==> src/rtl/core/pida_pkg.sv <==
// Package for the positional insert/delete array: sizes, request and status codes,
// the command broadcast to the cell row and the result record.
// No dependencies; every other file of the block imports it.
package pida_pkg;

  localparam int DEPTH      = 128;
  localparam int DATA_W     = 32;
  localparam int POS_W      = 8;
  localparam int REQ_W      = 3;
  localparam int STAT_W     = 2;
  localparam int FILL_W     = 8;
  localparam int IDX_W      = (DEPTH > 1) ? $clog2(DEPTH) : 1;
  localparam int CNT_W      = $clog2(DEPTH + 1);
  localparam int CMP_W      = (CNT_W > POS_W) ? CNT_W : POS_W;
  localparam int IN_DATA_W  = ((POS_W + DATA_W + 7) / 8) * 8;
  localparam int OUT_DATA_W = ((DATA_W + FILL_W + 7) / 8) * 8;

  typedef enum logic [REQ_W-1:0] {
    REQ_CLEAR   = 3'd0,
    REQ_APPEND  = 3'd1,
    REQ_INSERT  = 3'd2,
    REQ_REPLACE = 3'd3,
    REQ_DELETE  = 3'd4,
    REQ_READ    = 3'd5
  } req_t;

  typedef enum logic [STAT_W-1:0] {
    STAT_DONE  = 2'd0,
    STAT_RANGE = 2'd1,
    STAT_FULL  = 2'd2
  } stat_t;

  typedef enum logic [2:0] {
    CELL_HOLD,
    CELL_INSERT,
    CELL_WRITE,
    CELL_DELETE,
    CELL_RDLOAD
  } cell_op_t;

  typedef enum logic {
    CS_IDLE,
    CS_READ
  } ctrl_state_t;

  // Command seen by every cell in the same cycle
  typedef struct packed {
    cell_op_t            op;
    logic [CMP_W-1:0]    pos;
    logic [CMP_W-1:0]    cnt;
    logic [DATA_W-1:0]   value;
  } cell_cmd_t;

  typedef struct packed {
    stat_t               status;
    logic [DATA_W-1:0]   read_value;
    logic [FILL_W-1:0]   fill_count;
  } result_t;

endpackage

==> src/rtl/core/pida_ctrl.sv <==
// Request decoder, fill count, read sequencer and two-deep result buffer.
// Drives the command broadcast to the cell row. Depends on pida_pkg.
module pida_ctrl (
  input  logic                          clk,
  input  logic                          rst,
  input  logic                          in_valid,
  output logic                          in_ready,
  input  logic [pida_pkg::REQ_W-1:0]    req,
  input  logic [pida_pkg::POS_W-1:0]    position,
  input  logic [pida_pkg::DATA_W-1:0]   value,
  output pida_pkg::cell_cmd_t           cmd,
  input  logic [pida_pkg::DATA_W-1:0]   rd_head,
  output logic                          out_valid,
  input  logic                          out_ready,
  output pida_pkg::result_t             out_res
);
  import pida_pkg::*;

  ctrl_state_t        state, state_next;
  logic [IDX_W-1:0]   remain, remain_next;
  logic [CNT_W-1:0]   count, count_dec;
  logic [CMP_W-1:0]   pos_ext, cnt_ext;
  logic               full, accept, start_read, push, pop;
  stat_t              dec_status;
  cell_op_t           dec_op;
  logic [CMP_W-1:0]   dec_pos;
  result_t            push_res;
  result_t            q0, q1;
  logic [1:0]         fcnt;

  assign pos_ext  = CMP_W'(position);
  assign cnt_ext  = CMP_W'(count);
  assign full     = (count == CNT_W'(DEPTH));
  assign in_ready = (state == CS_IDLE) && (fcnt != 2'd2);
  assign accept   = in_valid && in_ready;

  always_comb begin
    dec_status = STAT_DONE;
    dec_op     = CELL_HOLD;
    dec_pos    = pos_ext;
    count_dec  = count;
    start_read = 1'b0;
    unique case (req)
      REQ_CLEAR: begin
        count_dec = '0;
      end
      REQ_APPEND: begin
        if (full) begin
          dec_status = STAT_FULL;
        end else begin
          dec_op    = CELL_WRITE;
          dec_pos   = cnt_ext;
          count_dec = count + CNT_W'(1);
        end
      end
      REQ_INSERT: begin
        if (pos_ext > cnt_ext) begin
          dec_status = STAT_RANGE;
        end else if (full) begin
          dec_status = STAT_FULL;
        end else begin
          dec_op    = CELL_INSERT;
          count_dec = count + CNT_W'(1);
        end
      end
      REQ_REPLACE: begin
        if (pos_ext >= cnt_ext) begin
          dec_status = STAT_RANGE;
        end else begin
          dec_op = CELL_WRITE;
        end
      end
      REQ_DELETE: begin
        if (pos_ext >= cnt_ext) begin
          dec_status = STAT_RANGE;
        end else begin
          dec_op    = CELL_DELETE;
          count_dec = count - CNT_W'(1);
        end
      end
      REQ_READ: begin
        if (pos_ext >= cnt_ext) begin
          dec_status = STAT_RANGE;
        end else begin
          dec_op     = CELL_RDLOAD;
          start_read = 1'b1;
        end
      end
      default: ;
    endcase
  end

  always_comb begin
    cmd.op    = accept ? dec_op : CELL_HOLD;
    cmd.pos   = dec_pos;
    cmd.cnt   = cnt_ext;
    cmd.value = value;
  end

  always_ff @(posedge clk) begin
    if (rst) begin
      count <= '0;
    end else if (accept) begin
      count <= count_dec;
    end
  end

  // read sequencer: wait until the wanted entry reaches the head of the chain
  always_ff @(posedge clk) begin
    if (rst) begin
      state  <= CS_IDLE;
      remain <= '0;
    end else begin
      state  <= state_next;
      remain <= remain_next;
    end
  end

  always_comb begin
    state_next  = state;
    remain_next = remain;
    push        = 1'b0;
    push_res.status     = dec_status;
    push_res.read_value = '0;
    push_res.fill_count = FILL_W'(count_dec);
    unique case (state)
      CS_IDLE: begin
        if (accept) begin
          if (start_read) begin
            state_next  = CS_READ;
            remain_next = IDX_W'(pos_ext);
          end else begin
            push = 1'b1;
          end
        end
      end
      CS_READ: begin
        push_res.status     = STAT_DONE;
        push_res.read_value = rd_head;
        push_res.fill_count = FILL_W'(count);
        if (remain == '0) begin
          push       = 1'b1;
          state_next = CS_IDLE;
        end else begin
          remain_next = remain - IDX_W'(1);
        end
      end
      default: state_next = CS_IDLE;
    endcase
  end

  // two-deep result buffer: head in q0, skid in q1
  assign out_valid = (fcnt != 2'd0);
  assign out_res   = q0;
  assign pop       = out_valid && out_ready;

  always_ff @(posedge clk) begin
    if (rst) begin
      fcnt <= 2'd0;
    end else begin
      case ({push, pop})
        2'b10:   fcnt <= fcnt + 2'd1;
        2'b01:   fcnt <= fcnt - 2'd1;
        default: fcnt <= fcnt;
      endcase
    end
  end

  always_ff @(posedge clk) begin
    case ({push, pop})
      2'b10: begin
        if (fcnt == 2'd0) begin
          q0 <= push_res;
        end else begin
          q1 <= push_res;
        end
      end
      2'b01: q0 <= q1;
      2'b11: begin
        if (fcnt == 2'd1) begin
          q0 <= push_res;
        end else begin
          q0 <= q1;
          q1 <= push_res;
        end
      end
      default: ;
    endcase
  end

endmodule

==> config.mk <==
export PLATFORM = sky130hd
export DESIGN_NAME = pida_ctrl
export DESIGN_NICKNAME = d
export VERILOG_FILES = /design/src/rtl/core/pida_pkg.sv /design/src/rtl/core/pida_ctrl.sv
export SDC_FILE = /design/constraint.sdc
export NUM_CORES = 1
export LEC_CHECK = 0
export BUFFER_PORTS_ARGS = -buffer_cell sky130_fd_sc_hd__buf_2
export CORE_MARGIN = 2
export CORE_UTILIZATION = 30
export CTS_CLUSTER_DIAMETER = 30
export DETAILED_ROUTE_END_ITERATION = 8
export SLEW_MARGIN = 0
export SYNTH_ARGS = -nofsm -noshare
export SYNTH_HDL_FRONTEND = slang
export SYNTH_SLANG_ARGS = --single-unit
==> constraint.sdc <==
create_clock -name clk -period 6.08 [get_ports clk]
set_input_delay 0.608 -clock clk [delete_from_list [all_inputs] [get_ports clk]]
set_output_delay 0.608 -clock clk [all_outputs]
set_load 0.005 [all_outputs]
## Word-level counts from Yosys, hierarchy flattened

Cells that the tools add are included.

- $add $sub $neg: 5
- Multipliers: 0
- Divide/modulo/power cells: 0
- Order comparisons: 2
- Equal/unequal tests: 17
- Shift operators: 0
- Muxes and demuxes: 40
- Bitwise logic cells: 1
- Reduce and logical (&&, ||, !) cells: 14

Operators by type and width:

| kind | count |
|---|---|
| $mux W42 | 5 |
| $pmux W42 S3 | 1 |
| $pmux W42 S2 | 1 |
| $mux W8 | 5 |
| $pmux W8 S4 | 1 |
| $mux W7 | 3 |
| $pmux W3 S5 | 1 |
| $ne A2 B2 Y1 const B | 7 |
| $pmux W7 S2 | 1 |
| $mux W1 | 11 |
| $mux W2 | 5 |
| $add A8 B1 Y8 const B | 1 |
| $eq A8 B8 Y1 const B | 1 |
| $ge A8 B8 Y1 | 1 |
| $gt A8 B8 Y1 | 1 |
| $sub A8 B1 Y8 const B | 1 |
| $logic_not A7 Y1 | 1 |
| $sub A7 B1 Y7 const B | 1 |
| $eq A3 B2 Y1 const B | 2 |
| $eq A3 B3 Y1 const B | 2 |
| $mux W3 | 2 |
| $pmux W2 S3 | 1 |
| $reduce_and A3 Y1 | 2 |
| $reduce_bool A2 Y1 | 3 |
| 14 further kinds | 19 |

- Register bits: 102
- Latch bits: 0
- Bits in writable memories: 0
- Bits in read-only memories: 0
- Output and inout port bits: 95
- Logic and storage cells: 89
- Memories: 0

## Longest topological paths before layout

Gate-level depths: netlist (run 1).

- Word-level depth: 9
- Depth in mapped cells: 16
- Depth with buffers taken out: 14

## Worst setup path before layout (run 1)

OpenSTA, ideal clock, no wires.

- Path kind: register -> register
- From: register count[3], in the netlist cnt_ext[3]
- To: register q0, in the netlist out_res[0] (enable)
- Arrival time: 5410 ps
- Data required time: 5580 ps
- Setup slack: 171 ps
- Stages on the path, launching flop included: 12
- Buffers on the path: 2
- Clock period less this slack: 5909 ps
- Path through: dfxtp_1 clkbuf_1 inv_1 ha_1 a21oi_1 a31oi_1 or2_1 clkbuf_1 nor2_1 o22ai_1 ha_1 o21ai_0

- Word-level cells in the longest chain between the ends: 9
- Elaborated cells between the ends (all ways): 12
- Those cells by class: 1 x order compare; 4 x eq/ne; 5 x mux; 2 x reduce/logical

RTL lines:

| element | RTL line | source |
|---|---|---|
| from (decl) | pida_ctrl.sv:21 | `logic [CNT_W-1:0] count, count_dec;` |
| from (signal assigned) | pida_ctrl.sv:104 | `count <= count_dec;` |
| $ge A8 B8 Y1 (*) | pida_ctrl.sv:82 | `if (pos_ext >= cnt_ext) begin` |
| $mux W1 (*) | pida_ctrl.sv:82 |  |
| $mux W1 (*) | pida_ctrl.sv:43 | `unique case (req)` |
| $mux W1 (*) | pida_ctrl.sv:129 | `if (start_read) begin` |
| $mux W1 (*) | pida_ctrl.sv:128 | `if (accept) begin` |
| $pmux W1 S2 (*) | pida_ctrl.sv:126 | `unique case (state)` |
| $eq A2 B2 Y1 / $eq A2 B1 Y1 (equally long branches) | pida_ctrl.sv:170 | `case ({push, pop})` |
| $ne A2 B2 Y1 (no source line) / $reduce_bool A3 Y1 (equally long branches) | n/a |  |
| $reduce_and A2 Y1 (no source line) (*) | n/a |  |
| to (signal assigned) | pida_ctrl.sv:173 | `q0 <= push_res;` |
| to (signal assigned) | pida_ctrl.sv:178 | `2'b01: q0 <= q1;` |
| to (signal assigned) | pida_ctrl.sv:181 | `q0 <= push_res;` |
| to (decl) | pida_ctrl.sv:28 | `result_t q0, q1;` |

Every way passes the cells marked *; elsewhere a longest branch is shown, timed or not.
A chain may end at the register's enable or synchronous reset.

## Worst setup path after layout (run 1)

- From: register count[5], in the netlist cnt_ext[5]
- To: register q1[25] (netlist bit) (enable)

- Word-level cells in the longest chain between the ends: 9
- Elaborated cells between the ends (all ways): 12
- Those cells by class: 1 x order compare; 4 x eq/ne; 5 x mux; 2 x reduce/logical

RTL lines:

| element | RTL line | source |
|---|---|---|
| $ge A8 B8 Y1 (*) | pida_ctrl.sv:82 |  |
| $mux W1 (*) | pida_ctrl.sv:82 |  |
| $mux W1 (*) | pida_ctrl.sv:43 |  |
| $mux W1 (*) | pida_ctrl.sv:129 |  |
| $mux W1 (*) | pida_ctrl.sv:128 |  |
| $pmux W1 S2 (*) | pida_ctrl.sv:126 |  |
| $eq A2 B2 Y1 | pida_ctrl.sv:170 |  |
| $ne A2 B2 Y1 (no source line) / $reduce_bool A2 Y1 (equally long branches) | n/a |  |
| $reduce_and A3 Y1 (no source line) (*) | n/a |  |
| to (signal assigned) | pida_ctrl.sv:175 | `q1 <= push_res;` |
| to (signal assigned) | pida_ctrl.sv:184 | `q1 <= push_res;` |
| to (decl) | pida_ctrl.sv:28 |  |

Marked as above.

==> results.cfg, run 1 <==
[timing]
relSlewSlack_pct = 20.7
timing.final.ws_setup_ns = 1.49
rsz0062_at_grt = no
finClkSkew_ns = 0.00788
hold_violations = 0
fin_crit_sh_pct = 75.5
period_minus_slack_ns = 4.59
worst_pin_slew_ns = 1.19
finalSetupViolCount = 0
fin_tns_setup_ns = 0
drv_slew = 0
max_clock_freq_mhz = 218

[worst_setup_path]
crit_buf_inv = 2
crit_cells = 11
crit_type = reg2reg
required_ns = 6.10
cp_top_family = compound AO/OA/AOI/OAI gates
arrival_ns = 4.61
r2r_cells = 11
slowest_stage = a31oi_1
start_kind = register
path_common_cell = ha_1
cp_cell_sequence = inv_1, ha_1, nand4_2, a31oi_1, or2_1, nor2_1, o22ai_1, ha_1, o21ai_0, a21oi_4, buf_4
cpPeakStageDelay_ns = 0.69
cp_max_fo = 25
worstSetupEndpointType = register

[floorplan]
die-area_sq_um = 19500
initial_utilization_pct = 30.7
rows = 49
fp.coreArea_sq_um = 18000
die_w_um = 140
io_pins = 174
die_y_um = 140

[cells_and_area]
fillers = 1842
seq_area_sq_um = 2880
utilization_pct = 35.3
drive_gt1_share_pct = 24.4
n_antenna_cell = 0
area_growth_pct = 15.1
multi_input_area_sq_um = 2230
final_nets = 676

[logic_synthesis]
synthTopCellsByCount = edfxtp_1 (84), a22o_1 (41), nor2_1 (41), and2_1 (34), buf_4 (32)
syn_avg_cell_area_sq_um = 10.7
ys_ff_latch = 102
yosysTopAreaCell = edfxtp_1
synth_top_area_share_pct = 45.6
synthFlopType = edfxtp_1
ys_types = 62
yosys-top-cells-area = edfxtp_1 (46%), dfxtp_1 (6.5%), a22o_1 (6.5%), buf_4 (4.3%), and2_1 (3.8%)
yosysMostFrequentCell = edfxtp_1
async_flop_share_pct = 0
syn_area_sq_um = 5530
yosys_warnings = 0
synth_edf_count = 84
synth_seq_area_share_pct = 52.2
synthCells = 515
syn_nets = 611

[cts]
cts_tree = built
clk_latency_ns = 0.35
htree_num_levels = 3
cts_sinks = 102
clockRootBuffer = clkbuf_16
cts.repair.resized = 0
hold_buffers = 0
post-cts-setup-buffer-count = 0
clk_pin_slew_worst_paths_ns = 0.07
clockBufferDepth = 2
cts_made_buffers = 9

[power_and_ir_drop]
clock_power_share_pct = 22.8
p_sw_share_pct = 33.0
pwr-share-comb_pct = 29.8
ir_drop_uv = 214
p_switching_mw = 0.775
internal-power_mw = 1.57
power-per-cell-area_nw_per_um2 = 369
p_leak_nw = 2.47
seqPwrFrac_pct = 47.5

[placed_design]
place.gp.congestion = 0.900
dp.final_hpwl_um = 10800
dp_worst_setup_slack_ns = 1.53
io_buffers = 109

[global_routing]
grt_max_degree = 56
use_met3_pct = 3.20
grt_pass1_vias = 4049
busiest_layer = met2
grt_pass1_wl_um = 22600
gr-usage-met2_pct = 22.2
grtUsageMet1_pct = 20.4
antenna_found_initial = 0
grt_usage_pct = 14.6
grt_overflow = 0

[route]
drt-initial-drc-count = 281
postRouteAntennaNets = 0
finalWirelength_um = 14400
wl_per_cell_um = 17.7
viasPerCell = 5.23
drc_errors = 0
first_pass_iters = 5
vias = 4261

[flow_run]
cap_viol_max_count = 0

[status]
status = complete, no violations

[hold_path]
worstHoldPathCells = 2
hold_path_class = reg2reg
-- stage by stage --
| step | std cells | hold WS, ns | power [mW] | cell area [sq um] |
|---|---|---|---|---|
| detailed placement | 798 | 0.461 | 1.84 | 6080 |
| finish | 814 | 0.472 | 2.35 | 6360 |
| CTS | 814 | 0.469 | 2.38 | 6360 |
| global route | 814 | 0.509 | 2.49 | 6360 |
| global placement | 798 | 0.459 | 1.82 | 6080 |
| floorplan | 515 | 0.441 | 1.58 | 5530 |
-- cell families (layout without fill, tap and decap cells) --
family | after synthesis | in the layout | share of synthesized area, %
compound gates | 154 | 154 | 20.5
xor+xnor | 5 | 5 | 0.792
fa+ha+maj | 17 | 17 | 3.85
buf+inv | 85 | 155 | 8.28
flops | 102 | 102 | 52.2
mux | 2 | 2 | 0.385
simple gates | 150 | 150 | 14.0
-- state kept, by name, summed over array words and instances (netlist names) --
signal and count:
fcnt 2, state 1, out_res 42, q1 42, cnt_ext 8, remain 7
-- final timing paths --
check | endpoint | slack [ns] | startpoint
max | q1[25] | 1.49 | cnt_ext[5]
min | remain[0] | 0.47 | remain[0]
max reg2reg | q1[25] | 1.49 | cnt_ext[5]
min reg2reg | remain[0] | 0.47 | remain[0]
-- cell type report --
type | count | share of cell area (%)
Clock buffer | 9 | 3.54
Clock inverter | 7 | 0.885
Inverter | 23 | 1.36
Multi-Input combinational cell | 328 | 35.0
Sequential cell | 102 | 45.3
Tap cell | 229 | 4.50
Timing Repair Buffer | 116 | 9.40
-- worst min-delay path, stage by stage, from the launching register on --
cell     delay, ns
dfxtp_1       0.32
nand2_1       0.06
a21oi_1       0.05
-- power by group through the flow --
stage               combinational (mW)  clock, mW  sequential (mW)
finish                           0.698      0.534             1.11
global route                     0.780      0.578             1.14
CTS                              0.707      0.553             1.12
detailed placement               0.705          0             1.13
global placement                 0.694          0             1.12
floorplan                        0.425          0             1.15
-- layout by cell type, fill, tap and decap left out, types with 17 or more instances in the layout --
cell,instances
nor2_1,40
dfxtp_1,18
inv_1,20
a21oi_1,27
ha_1,17
nand2_1,31
edfxtp_1,84
buf_2,109
and2_1,34
a22o_1,41
-- routing by layer --
layer	wire, um	vias to the layer above	part of all wire, %
li1	-	2048	-
met1	6890	2003	48
met2	6130	169	43
met3	987	41	6.8
met4	408	0	2.8
met5	0	-	0
(Power assumes the default switching activity.)
==> inputs of run 2 (changes only) <==
==> constraint.sdc (replaced) <==
create_clock -name clk -period 4.2 [get_ports clk]
set_input_delay 0.42 -clock clk [delete_from_list [all_inputs] [get_ports clk]]
set_output_delay 0.42 -clock clk [all_outputs]
set_load 0.005 [all_outputs]
==> run 2 against run 1 <==
  * Sequential power increased by 44%
  * Worst hold slack got worse by 0.080 ns
  * Routed wire length increased by 3.4%
  * Global-route usage increased by 0.26 points
  * Register-to-register slack got worse by 0.67 ns
  * Largest cell class unchanged
==> results.cfg, run 2 (synthesis results as in run 1) <==
[global_routing]
grt_usage_pct = 14.9
antenna_found_initial = 0
grt_pass1_vias = 4121
grt_pass1_wl_um = 23000
grt_overflow = 0
grt_max_degree = 56

[cts]
clk_latency_ns = 0.35
clockBufferDepth = 2
cts_sinks = 102
clockRootBuffer = clkbuf_16
cts.repair.resized = 0
hold_buffers = 0
cts_tree = built
clk_pin_slew_worst_paths_ns = 0.07
htree_num_levels = 3
cts_made_buffers = 9
post-cts-setup-buffer-count = 0

[timing]
drv_slew = 0
max_clock_freq_mhz = 296
period_minus_slack_ns = 3.38
finalSetupViolCount = 0
fin_tns_setup_ns = 0
rsz0062_at_grt = no
hold_violations = 0
relSlewSlack_pct = 35.4
fin_crit_sh_pct = 80.5
worst_pin_slew_ns = 0.967
finClkSkew_ns = 0.0105

[cells_and_area]
final_cell_mix = buf_2 (109), edfxtp_1 (84), a22o_1 (41), nor2_1 (40), and2_1 (34)
n_antenna_cell = 0
final_common_cell = buf_2
area_growth_pct = 17.2
final_nets = 690
utilization_pct = 35.9
drive_gt1_share_pct = 26.0

[route]
finalWirelength_um = 14900
drt-initial-drc-count = 303
postRouteAntennaNets = 0
drc_errors = 0
vias = 4356
viasPerCell = 5.26
first_pass_iters = 5
wl_per_cell_um = 18.0

[power_and_ir_drop]
ir_drop_uv = 240
power-per-cell-area_nw_per_um2 = 538
p_leak_nw = 2.53

[worst_setup_path]
crit_type = reg2reg
r2r_cells = 13
start_kind = register
crit_path_start = cnt_ext[3]
required_ns = 4.38
cp_max_fo = 44
worstSetupEndpointType = register
arrival_ns = 3.56
r2r-start = cnt_ext[3]
regToRegEndpoint = out_res[2]
crit_end = out_res[2]
rrSetupSlack_ns = 0.82

[hold_path]
hold_path_class = in2reg

[floorplan]
rows = 49
io_pins = 174
fp.coreArea_sq_um = 18000
die_y_um = 140
initial_utilization_pct = 30.7
die_w_um = 140
die-area_sq_um = 19500

[flow_run]
cap_viol_max_count = 0

[status]
status = complete, no violations

[placed_design]
place.gp.congestion = 0.928
dp.final_hpwl_um = 10900
io_buffers = 109
==> run 2: cell type report <==
| cell class | count | area [sq um] |
|---|---|---|
| clock inverter | 6 | 47.5 |
| sequential | 102 | 2880 |
| inverter | 23 | 86.3 |
| tap | 229 | 287 |
| clock buffer | 10 | 229 |
| timing repair buffer | 130 | 728 |
| multi-input combinational | 328 | 2220 |
| fill | 1826 | 11500 |
==> run 2: where the power goes <==
part | total (mW) | switching (mW) | internal (mW)
clock network | 0.773 | 0.367 | 0.406
registers | 1.60 | 0.0857 | 1.51
logic | 1.11 | 0.702 | 0.413
total | 3.48 | 1.15 | 2.33
==> run 2: worst max-delay path: stages, from the launching register on <==
cell     delay (ns)
dfxtp_1        0.36
inv_1          0.10
ha_1           0.32
a21oi_1        0.33
a31oi_1        0.16
or2_1          0.25
nor2_1         0.11
o22ai_1        0.13
inv_1          0.09
ha_1           0.18
a21oi_1        0.08
nor2_4         0.74
a21oi_1        0.16
a31oi_1        0.21
==> run 2: metrics by stage <==
stage	hold slack, ns	power (mW)	area (sq um)	instances	worst slack, ns
final	0.392	3.48	6480	828	0.818
after global routing	0.388	3.68	6480	828	0.449
after CTS	0.377	3.52	6480	828	0.802
after detailed placement	0.479	2.75	6200	812	0.694
after global placement	0.455	2.71	6200	812	0.749
after floorplan	0.441	2.27	5540	515	0.211
==> run 2: how the worst min path moves through the flow <==
| stage | start | depth (start not counted) | end | slack [ns] |
|---|---|---|---|---|
| after floorplan | remain[0] | 2 | remain[0] | 0.44 |
| after global placement | remain[0] | 2 | remain[0] | 0.46 |
| after detailed placement | remain[0] | 2 | remain[0] | 0.48 |
| after CTS | rd_head[8] | 2 | q1[16] | 0.38 |
| after global routing | rd_head[15] | 2 | q1[23] | 0.39 |
| final | rd_head[0] | 2 | q1[8] | 0.39 |
==> run 2: routing by layer <==
metal  vias up  GRT usage (%)  wire length, um
li1       2079              -                -
met1      2013           21.0             6810
met2       221           21.8             6300
met3        43           3.85             1390
met4         0           6.05              413
met5         -              0                0
