===== config.mk =====
export PLATFORM = sky130hd
export DESIGN_NAME = pida_cell
export DESIGN_NICKNAME = d
export VERILOG_FILES = /design/src/rtl/core/pida_pkg.sv /design/src/rtl/core/pida_cell.sv
export SDC_FILE = /design/constraint.sdc
export NUM_CORES = 1
export LEC_CHECK = 0
export BUFFER_PORTS_ARGS = -buffer_cell sky130_fd_sc_hd__buf_2
export CAP_MARGIN = 20
export CELL_PAD_IN_SITES_DETAIL_PLACEMENT = 1
export CELL_PAD_IN_SITES_GLOBAL_PLACEMENT = 2
export CORE_MARGIN = 4
export CORE_UTILIZATION = 24
export DETAILED_ROUTE_END_ITERATION = 7
export PLACE_DENSITY = 0.95
export SETUP_SLACK_MARGIN = 0.15
export SLEW_MARGIN = 15
export SYNTH_ARGS = -nofsm -noshare
export SYNTH_HDL_FRONTEND = slang
export SYNTH_SLANG_ARGS = --single-unit
export TNS_END_PERCENT = 100

===== constraint.sdc =====
create_clock -name clk -period 9.1 [get_ports clk]
set_input_delay 2.275 -clock clk [delete_from_list [all_inputs] [get_ports clk]]
set_output_delay 2.275 -clock clk [all_outputs]
set_load 0.02 [all_outputs]

===== src/rtl/core/pida_pkg.sv =====
// Package for the positional insert/delete array: sizes, request and status codes,
// the command broadcast to the cell row and the result record.
// No dependencies; every other file of the block imports it.
package pida_pkg;

  localparam int DEPTH      = 128;
  localparam int DATA_W     = 32;
  localparam int POS_W      = 8;
  localparam int REQ_W      = 3;
  localparam int STAT_W     = 2;
  localparam int FILL_W     = 8;
  localparam int IDX_W      = (DEPTH > 1) ? $clog2(DEPTH) : 1;
  localparam int CNT_W      = $clog2(DEPTH + 1);
  localparam int CMP_W      = (CNT_W > POS_W) ? CNT_W : POS_W;
  localparam int IN_DATA_W  = ((POS_W + DATA_W + 7) / 8) * 8;
  localparam int OUT_DATA_W = ((DATA_W + FILL_W + 7) / 8) * 8;

  typedef enum logic [REQ_W-1:0] {
    REQ_CLEAR   = 3'd0,
    REQ_APPEND  = 3'd1,
    REQ_INSERT  = 3'd2,
    REQ_REPLACE = 3'd3,
    REQ_DELETE  = 3'd4,
    REQ_READ    = 3'd5
  } req_t;

  typedef enum logic [STAT_W-1:0] {
    STAT_DONE  = 2'd0,
    STAT_RANGE = 2'd1,
    STAT_FULL  = 2'd2
  } stat_t;

  typedef enum logic [2:0] {
    CELL_HOLD,
    CELL_INSERT,
    CELL_WRITE,
    CELL_DELETE,
    CELL_RDLOAD
  } cell_op_t;

  typedef enum logic {
    CS_IDLE,
    CS_READ
  } ctrl_state_t;

  // Command seen by every cell in the same cycle
  typedef struct packed {
    cell_op_t            op;
    logic [CMP_W-1:0]    pos;
    logic [CMP_W-1:0]    cnt;
    logic [DATA_W-1:0]   value;
  } cell_cmd_t;

  typedef struct packed {
    stat_t               status;
    logic [DATA_W-1:0]   read_value;
    logic [FILL_W-1:0]   fill_count;
  } result_t;

endpackage


===== src/rtl/core/pida_cell.sv =====
// One storage cell of the array row: holds one entry and one slot of the read
// shift chain. Depends on pida_pkg.
module pida_cell (
  input  logic                          clk,
  input  logic [pida_pkg::CMP_W-1:0]    idx,
  input  pida_pkg::cell_cmd_t           cmd,
  input  logic [pida_pkg::DATA_W-1:0]   prev_data,
  input  logic [pida_pkg::DATA_W-1:0]   next_data,
  input  logic [pida_pkg::DATA_W-1:0]   rd_in,
  output logic [pida_pkg::DATA_W-1:0]   data,
  output logic [pida_pkg::DATA_W-1:0]   rd
);
  import pida_pkg::*;

  always_ff @(posedge clk) begin
    case (cmd.op)
      CELL_INSERT: begin
        if (idx == cmd.pos) begin
          data <= cmd.value;
        end else if (idx > cmd.pos && idx <= cmd.cnt) begin
          data <= prev_data;
        end
      end
      CELL_WRITE: begin
        if (idx == cmd.pos) begin
          data <= cmd.value;
        end
      end
      CELL_DELETE: begin
        // the cell at the old last place takes junk; it drops out of the list
        if (idx >= cmd.pos && idx < cmd.cnt) begin
          data <= next_data;
        end
      end
      default: ;
    endcase
  end

  // load the whole row at once, then shift towards cell 0
  always_ff @(posedge clk) begin
    rd <= (cmd.op == CELL_RDLOAD) ? data : rd_in;
  end

endmodule


== After elaboration in Yosys (flattened, before gate mapping) ==
Cells that the tools add are included.
Operators by class
  order comparisons: 4
  equality and inequality tests: 8
  muxes and demuxes: 6
  reduce and logical (&&, ||, !) cells: 4
Operators with widths (count)
  32-bit 2-to-1 mux: 5
  32-bit one-hot mux with 3 select lines: 1
  8-bit equality test: 1
  8-bit greater-or-equal comparator: 1
  8-bit > comparator: 1
  8-bit <= comparator: 1
  8-bit less-than comparator: 1
  3-bit by 2-bit equality test with 1-bit output, second input constant: 2
  2-bit inequality test, second input constant: 2
  4-bit AND reduction: 1
  3-bit by 1-bit equality test with 1-bit output, second input constant: 1
  3-bit equality test, second input constant: 1
  3-bit inequality test, second input constant: 1
  3-bit nonzero test: 1
  1-bit logical AND: 2
Storage, ports and cells
  bits in registers: 64
  input port bits: 156

== Logic depth before layout (Yosys ltp) ==
Gate-level depths: netlist of run 1.
  word-level depth: 5
  mapped depth: 8
  mapped depth without buffers: 7

== Worst setup path before layout of run 1 ==
OpenSTA, ideal clock, no wires.
  path type: input-to-reg
  from: in cmd[45] in the netlist's numbering
  to: reg data[0] in the netlist's numbering (enable)
  setup time: 437 ps
  arrival: 4975 ps
  data required time: 8663 ps
  setup slack: 3688 ps
  cell stages on the path: 7
  path buffers: 0
  cells stage by stage: inv_1 ha_1 nand4_1 nor2_1 a41oi_1 nor3_1 a2bb2oi_1
On the way
  cells in the longest elaborated chain, start to end: 4
  elaborated cells on any way between the ends: 9
  those cells by class: order compare: 2; eq/ne: 4; reduce/logical: 3
Ends and longest elaborated chain
  start: declaration: line pida_cell.sv:6  | input pida_pkg::cell_cmd_t cmd,
  8-bit > comparator / 8-bit greater-or-equal comparator (equally long branches): line pida_cell.sv:20, pida_cell.sv:31
  1-bit logical AND (on tied branches): line pida_cell.sv:20, pida_cell.sv:31
  3-bit inequality test (no line) / 2-bit inequality test (equally long branches)
  4-bit AND reduction (no line) *
  end signal: assignment: line pida_cell.sv:19  | data <= cmd.value;
  end signal: assignment: line pida_cell.sv:21  | data <= prev_data;
  end signal: assignment: line pida_cell.sv:26  | data <= cmd.value;
  end: declaration: line pida_cell.sv:10  | output logic [pida_pkg::DATA_W-1:0] data,
Mark *: on every way between the ends. The rest lies on a longest branch, timed or not.
A chain may end at the register's enable or synchronous reset.

== Worst setup path in the final report of run 1 ==
  from: in idx[5] in the netlist's numbering
  to: reg data[10] in the netlist's numbering (enable)
On the way
  cells in the longest elaborated chain, start to end: 4
  elaborated cells on any way between the ends: 11
  those cells by class: order compare: 4; eq/ne: 4; reduce/logical: 3
Ends and longest elaborated chain
  start: declaration: line pida_cell.sv:5  | input logic [pida_pkg::CMP_W-1:0] idx,
  8-bit > comparator (tied with other cells): line pida_cell.sv:20  | end else if (idx > cmd.pos && idx <= cmd.cnt) begin
  1-bit logical AND (on tied branches): line pida_cell.sv:20, pida_cell.sv:31
  3-bit inequality test (no line) / 2-bit inequality test (equally long branches)
  4-bit AND reduction (no line) *
Marked as above.

==> impl_metrics.json, run 1 <==
{
  "outcome": "completed",
  "avgSynthCellArea_um2": 11.0,
  "startpoint_type": "input pin",
  "synthArstFlopShare": 0,
  "drt_wl_total_um": 11000,
  "required_ps": 9130,
  "grt_use_total": 0.151,
  "synthCells": 272,
  "relSlewSlack": 0.381,
  "p_comb_frac": 0.177,
  "rr_worst_depth": 1,
  "crit_type": "input pin to flip-flop",
  "regArea_um2": 1600,
  "ys_ff_latch": 64,
  "p_clk_frac": 0.403,
  "p_sw_mw": 0.201,
  "yosys_warnings": 0,
  "drive_gt1_frac": 0.550,
  "antenna_left": 0,
  "reg2reg_from": "data[11]",
  "routedWlPerCell_um": 16.5,
  "globalplace.congestion": 0.777,
  "p_sw_frac": 0.256,
  "cp_max_fo": 19,
  "port_buffers": 219,
  "cts_buffer_depth": 2,
  "synthFlopType": "edfxtp_1",
  "maxSlewViolCount": 0,
  "leakagePower_nw": 2.19,
  "fin_crit_sh": 0.478,
  "fin_crit_ps": 4350,
  "final_core_util": 0.376,
  "dieArea_um2": 14400,
  "rows": 40,
  "cts_tree": "built",
  "clock_skew_ps": 5.53,
  "first_global_vias": 3233,
  "hold_viol": 0,
  "regToRegSetupSlack_ps": 8240,
  "post-cts-setup-buffer-count": 0,
  "pwr_density_cell_nw_per_um2": 173,
  "clk_latency_ps": 330,
  "remaining_drc_errors": 0,
  "setup_viol": 0,
  "antenna_found_initial": 0,
  "cts_root_buf": "clkbuf_16",
  "cap_viol_max_count": 0,
  "cts.sinks": 64,
  "ctsResizeCount": 0,
  "grt_max_degree": 33,
  "hold_slack_ps": 497,
  "grt_pass1_wl_um": 16700,
  "via_per_inst": 4.42,
  "critPathArrivalTime_ps": 4380,
  "total_power_mw": 0.787,
  "tightest_slew_ps": 927,
  "syn-cell-area_um2": 3010,
  "fp.dieW_um": 120,
  "vdd_ir_drop_max_v": 0.0000691,
  "regToRegEndpoint": "rd[11]",
  "cts.clk_slew.worst_paths_ps": 50,
  "yosysTopAreaCellShare": 0.320,
  "start_util": 0.248,
  "fin_nets": 665,
  "synth_enable_flop_cells": 32,
  "fmax_ghz": 0.230,
  "rsz0062_at_grt": "no",
  "place_inst": 649,
  "ys_top_cells_by_count": "nor2_1 (69), o22ai_1 (33), dfxtp_1 (32), edfxtp_1 (32), mux2_2 (30)",
  "insertedDiodeCount": 0,
  "synth_area_leaders": "edfxtp_1 (32%), dfxtp_1 (21%), mux2_2 (11%)",
  "n_fill_cell": 1467,
  "instances_no_fill": 666,
  "seq_area_frac_synth": 0.533,
  "cell_internal_pwr_mw": 0.586,
  "yosysTopAreaCell": "edfxtp_1",
  "drt_first_pass_iters": 5,
  "fin_setup_tns_ps": 0,
  "grt_overflow": 0,
  "syn-num-nets": 444,
  "area_growth_pct": 51.7,
  "coreArea_um2": 12100,
  "sequentialPowerShare": 0.421,
  "die_h_um": 120,
  "crit_path_end": "data[10]",
  "synth.distinct_cells": 33,
  "post-synth-top-count-cell": "nor2_1",
  "postCtsHoldBufs": 0,
  "vias": 2942,
  "hpwl_um": 9080,
  "drt_iter0_markers": 80,
  "multi_input_area_um2": 1260,
  "ios": 220,
  "cp-end-kind": "flip-flop",
  "htreeDepth": 3,
  "crit_path_start": "idx[5]",
  "hp-class": "flip-flop to flip-flop",
  "cts_buffers": 9
}
critical path, cell delays in order:
cell and delay, ps:
buf_2 110, ha_1 300, nand4_1 220, nor2_1 320, a41oi_1 90, nor3_1 330
a2bb2oi_4 480, buf_16 230
routing by layer:
layer | GRT usage | share of wire
met5 | 0 | 0
met4 | 0.0623 | 0.022
met3 | 0.0476 | 0.070
met2 | 0.287 | 0.55
met1 | 0.150 | 0.36
area by class of cell:
type                            instances  area share
Sequential cell                        64       0.351
Multi-Input combinational cell        178       0.276
Clock buffer                           13      0.0571
Clock inverter                          3     0.00384
Timing Repair Buffer                  223       0.251
Tap cell                              168      0.0461
Inverter                               17      0.0140
logic make-up (layout without fill, tap and decap cells):
logic type,Yosys count,count (layout),synth area share
AO/OA/AOI/OAI,47,47,0.105
XOR/XNOR,1,1,0.00291
adder cells (fa/ha/maj),16,16,0.0666
buffers and inverters,30,256,0.0541
flip-flops,64,64,0.533
multiplexers,32,32,0.120
AND/OR/NAND/NOR,82,82,0.119
through the flow:
step	worst slack [ps]	cell area, µm²
final	4750	4560
after global routing	4540	4560
after CTS	4500	4530
after detailed placement	4160	4250
after global placement	4330	4250
after floorplan	3690	3010
state kept, by name (all words and copies together) (netlist names):
register and cells:
rd 32, data 32
worst min-delay path by stage:
stage | startpoint | end | slack, ps | depth (start not counted)
floorplan | data[29] | rd[29] | 620 | 1
global placement | data[24] | rd[24] | 480 | 1
detailed placement | data[9] | rd[9] | 490 | 1
CTS | data[9] | rd[9] | 500 | 1
global route | data[7] | rd[7] | 510 | 1
finish | data[9] | rd[9] | 500 | 1
power groups by stage:
stage	Combinational, mW	Clock (mW)	Sequential (mW)
after floorplan	0.0492	0	0.358
after global placement	0.134	0	0.336
after detailed placement	0.140	0	0.337
after CTS	0.140	0.326	0.331
after global routing	0.153	0.340	0.333
final	0.139	0.317	0.331
placed cells by master (no fill, tap or decap), types with 2 or more instances in the layout:
cell / instances
dfxtp_1: 32
inv_1: 16
buf_2: 219
clkbuf_16: 9
clkbuf_8: 2
buf_4: 3
edfxtp_1: 32
mux2_2: 30
ha_1: 16
mux2_1: 2
a21o_1: 4
clkinv_2: 2
clkbuf_1: 2
o22ai_1: 33
a21oi_1: 4
nor2_1: 69
nand4_1: 3
(Power assumes the default switching activity.)
==> run 2: changes to the inputs <==
Settings changed: CORE_UTILIZATION 24 to 20, PLACE_DENSITY 0.95 to 0.85.
Clock period 9.1 ns to 3.7 ns, I/O delays scaled along.
==> run 2 against run 1 <==
Against the previous run: register-to-register slack lost 5400 ps; worst hold slack lost 17 ps; global-route usage shrank 2.7 points; largest power group unchanged.
==> impl_metrics.json, run 2 (synthesized netlist as in run 1, its figures left out) <==
{
  "outcome": "completed",
  "largestRegisters": "data (32), rd (32)",
  "die_h_um": 131,
  "cts.sinks": 64,
  "antenna_found_initial": 0,
  "cp_max_fo": 17,
  "ctsResizeCount": 0,
  "design_area_um2": 4580,
  "via_per_inst": 4.24,
  "area_growth_pct": 52.5,
  "mostFrequentLayoutCells": "buf_2 (219), nor2_1 (69), o22ai_1 (33)",
  "antenna_left": 0,
  "drt_iter0_markers": 59,
  "remaining_drc_errors": 0,
  "cp-end-kind": "flip-flop",
  "leakagePower_nw": 2.20,
  "regToRegEndpoint": "rd[29]",
  "crit_type": "input pin to flip-flop",
  "drt_wl_total_um": 11100,
  "start_util": 0.205,
  "cts_root_buf": "clkbuf_16",
  "pwr_density_cell_nw_per_um2": 423,
  "final_common_cell": "buf_2",
  "port_buffers": 219,
  "fin_crit_sh": 0.754,
  "dieArea_um2": 17100,
  "cts_buffers": 9,
  "fp.dieW_um": 131,
  "n_fill_cell": 1742,
  "regToRegSetupSlack_ps": 2850,
  "rsz0062_at_grt": "no",
  "postCtsHoldBufs": 0,
  "ios": 220,
  "place_area_um2": 4300,
  "cap_viol_max_count": 0,
  "htreeDepth": 3,
  "grt_overflow": 0,
  "relSlewSlack": 0.362,
  "crit_path_start": "idx[5]",
  "fmax_ghz": 0.358,
  "clk_latency_ps": 330,
  "multi_input_area_um2": 1270,
  "setup_slack_ps": 910,
  "vdd_ir_drop_max_v": 0.000211,
  "grt_use_total": 0.124,
  "cts_tree": "built",
  "startpoint_type": "input pin",
  "cts.clk_slew.worst_paths_ps": 50,
  "first_global_vias": 3235,
  "rows": 44,
  "fin_nets": 667,
  "post-cts-setup-buffer-count": 0,
  "drive_gt1_frac": 0.552,
  "hold_viol": 0,
  "hpwl_um": 9260,
  "maxSlewViolCount": 0,
  "required_ps": 3720,
  "reg2reg_from": "data[29]",
  "final_core_util": 0.313,
  "hp-class": "flip-flop to flip-flop",
  "rr_worst_depth": 1,
  "fin_setup_tns_ps": 0,
  "routedWlPerCell_um": 16.3,
  "place_ws_ps": 541,
  "regArea_um2": 1600,
  "vias": 2899,
  "coreArea_um2": 14600,
  "clock_skew_ps": 3.24,
  "insertedDiodeCount": 0,
  "cts_buffer_depth": 2,
  "fin_crit_ps": 2790,
  "grt_pass1_wl_um": 16100,
  "total_power_mw": 1.94,
  "tightest_slew_ps": 955,
  "crit_path_end": "data[24]",
  "setup_viol": 0,
  "drt_first_pass_iters": 4,
  "critPathArrivalTime_ps": 2810,
  "globalplace.congestion": 0.792,
  "grt_max_degree": 33
}
[run 2: layer usage]
layer | track usage | part of all wire | vias up
met1 | 0.140 | 0.40 | 1339
met3 | 0.0382 | 0.073 | 12
li1 | - | - | 1423
met5 | 0 | 0 | -
met4 | 0.0423 | 0.016 | 0
met2 | 0.221 | 0.51 | 125
[run 2: power breakdown]
part / internal [mW] / switching (mW)
clock network: 0.488 / 0.298
registers: 0.797 / 0.0166
logic: 0.155 / 0.185
total: 1.44 / 0.499
[run 2: critical path, stage by stage]
cell and delay, ps:
buf_2 110, ha_1 290, nand4_1 270, nor2_1 330
a41oi_1 80, nor3_1 330, a2bb2oi_4 180, buf_4 270
[run 2: final cells by class]
| class | count | share of cell area |
|---|---|---|
| Clock buffer | 13 | 0.0568 |
| Timing Repair Buffer | 225 | 0.249 |
| Clock inverter | 3 | 0.00410 |
| Multi-Input combinational cell | 178 | 0.276 |
| Tap cell | 184 | 0.0502 |
| Inverter | 17 | 0.0139 |
| Sequential cell | 64 | 0.350 |
[run 2: per-stage QoR]
stage / instances / hold WS [ps]
3_5_place_dp: 668 / 471
4_1_cts: 684 / 485
6_report: 684 / 480
2_1_floorplan: 272 / 620
5_1_grt: 684 / 494
3_3_place_gp: 668 / 474
[run 2: how the worst min path moves through the flow]
stage	start	endpoint	cells after the start
floorplan	data[29]	rd[29]	1
global placement	data[2]	rd[2]	1
detailed placement	data[2]	rd[2]	1
CTS	data[2]	rd[2]	1
global route	data[2]	rd[2]	1
finish	data[2]	rd[2]	1
==> run 3: changes to the inputs <==
Clock period 3.7 ns to 2.3 ns, I/O delays scaled along.
==> run 3 against run 2 <==
Against the previous run: combinational power grew 94%; core utilization grew 4.0 points; wire length grew 7.1%; cell area grew 13%; sequential cell count is the same; sequential power grew 61%; global-route usage grew 0.52 points; final cell count grew 3.4%; first-iteration DRC count shrank 15%; count of clock-buffer cells in the layout shrank 3; via count grew 3.3%; critical endpoint is now data[31]; largest cell class unchanged; largest power group is now clock.
==> impl_metrics.json, run 3 (synthesized netlist as in run 1, its figures left out) <==
{
  "outcome": "completed",
  "mostFrequentLayoutCells": "buf_2 (204), nor2_1 (68), o22ai_1 (32), edfxtp_1 (32), dfxtp_1 (32)",
  "multi_input_area_um2": 1400,
  "setup_viol": 0,
  "area_growth_pct": 71.9,
  "routedWlPerCell_um": 16.9,
  "grt_overflow": 0,
  "fp.dieW_um": 131,
  "ios": 220,
  "via_per_inst": 4.24,
  "required_ps": 2340,
  "insertedDiodeCount": 0,
  "grt_pass1_wl_um": 16800,
  "coreArea_um2": 14600,
  "cp-end-kind": "flip-flop",
  "drt_iter0_markers": 50,
  "clock_skew_ps": 4.51,
  "globalplace.congestion": 0.784,
  "cts_buffers": 9,
  "die_h_um": 131,
  "final_core_util": 0.353,
  "total_power_mw": 3.37,
  "largestRegisters": "data (32), rd (32)",
  "grt_use_total": 0.129,
  "critPathArrivalTime_ps": 2320,
  "htreeDepth": 3,
  "hpwl_um": 9460,
  "cp_max_fo": 5,
  "n_fill_cell": 1719,
  "drt_wl_total_um": 11900,
  "hold_viol": 0,
  "vias": 2996,
  "drt_first_pass_iters": 4,
  "crit_type": "input pin to flip-flop",
  "vdd_ir_drop_max_v": 0.000297,
  "grt_max_degree": 21,
  "startpoint_type": "input pin",
  "start_util": 0.205,
  "leakagePower_nw": 2.40,
  "dieArea_um2": 17100,
  "drive_gt1_frac": 0.612,
  "antenna_left": 0,
  "fin_setup_tns_ps": 0,
  "fin_nets": 690,
  "clk_latency_ps": 320,
  "cap_viol_max_count": 0,
  "cts_buffer_depth": 2,
  "tightest_slew_ps": 311,
  "hp-class": "input pin to flip-flop",
  "cts.sinks": 64,
  "postCtsHoldBufs": 0,
  "maxSlewViolCount": 0,
  "rows": 44,
  "pwr_density_cell_nw_per_um2": 653,
  "place_ws_ps": -311,
  "final_common_cell": "buf_2",
  "rsz0062_at_grt": "yes",
  "relSlewSlack": 0.793,
  "port_buffers": 219,
  "remaining_drc_errors": 0,
  "first_global_vias": 3331,
  "regToRegSetupSlack_ps": 1450,
  "setup_slack_ps": 19.0,
  "fin_crit_sh": 0.992,
  "regArea_um2": 1600,
  "fmax_ghz": 0.438,
  "cts.clk_slew.worst_paths_ps": 50,
  "cts_tree": "built",
  "fin_crit_ps": 2280,
  "cts_root_buf": "clkbuf_16",
  "antenna_found_initial": 0
}
## run 3: cell types whose count changed in the layout (fill, tap and decap cells not counted), moves of 2 or more
cell       change
ha_4           +8
clkbuf_16      +2
buf_6         +16
buf_2         -15
ha_1           -8
inv_1          -8
inv_2          +4
buf_8          +2
inv_4          +3
buf_4         +12
buf_12         +6
clkbuf_8       -2
clkbuf_1       -2
## run 3: final cells by class
type | instances | area share
clock inverter | 6 | 0.0126
clock buffer | 10 | 0.0484
timing repair buffer | 248 | 0.298
multi-input combinational | 178 | 0.271
inverter | 17 | 0.0153
tap | 184 | 0.0446
sequential | 64 | 0.310
## run 3: power breakdown
| group | switching, mW | internal (mW) | total [mW] |
|---|---|---|---|
| registers | 0.0259 | 1.28 | 1.31 |
| clock network | 0.499 | 0.906 | 1.40 |
| logic | 0.332 | 0.328 | 0.660 |
| total | 0.857 | 2.51 | 3.37 |
## run 3: path summary, 6_finish.rpt
kind / to / startpoint / cells past startpoint
min: rd[2] / rd_in[2] / 2
min reg2reg: rd[0] / data[0] / 1
max: data[31] / idx[1] / 10
max reg2reg: rd[29] / data[29] / 1
## run 3: worst max-delay path, cell delays in order
cell,delay (ps)
buf_6,100
ha_4,260
nand4_1,110
buf_6,150
nor3_4,160
o22ai_2,100
nor4_4,350
a2bb2oi_4,220
buf_12,140
clkbuf_16,140
## run 3: what timing repair did
| item | CTS | global route |
|---|---|---|
| pin swaps | 0 | 11 |
| gates resized for setup | 15 | 24 |
| endpoints found under the hold margin | 0 | 0 |
| gates cloned | 1 | 2 |
| buffers inserted | 3 | 3 |
| setup endpoints to repair | 32 | 32 |
## run 3: routing by layer
| layer | part of all wire | GRT usage |
|---|---|---|
| met1 | 0.39 | 0.146 |
| met2 | 0.52 | 0.234 |
| met3 | 0.063 | 0.0301 |
| met4 | 0.022 | 0.0508 |
| met5 | 0 | 0 |
## run 3: stage by stage
stage               hold WS [ps]  instances  cell area [µm²]
finish                       468        707             5170
global route                 454        707             5170
CTS                          452        702             4980
detailed placement           493        682             4550
global placement             480        682             4550
floorplan                    620        272             3100
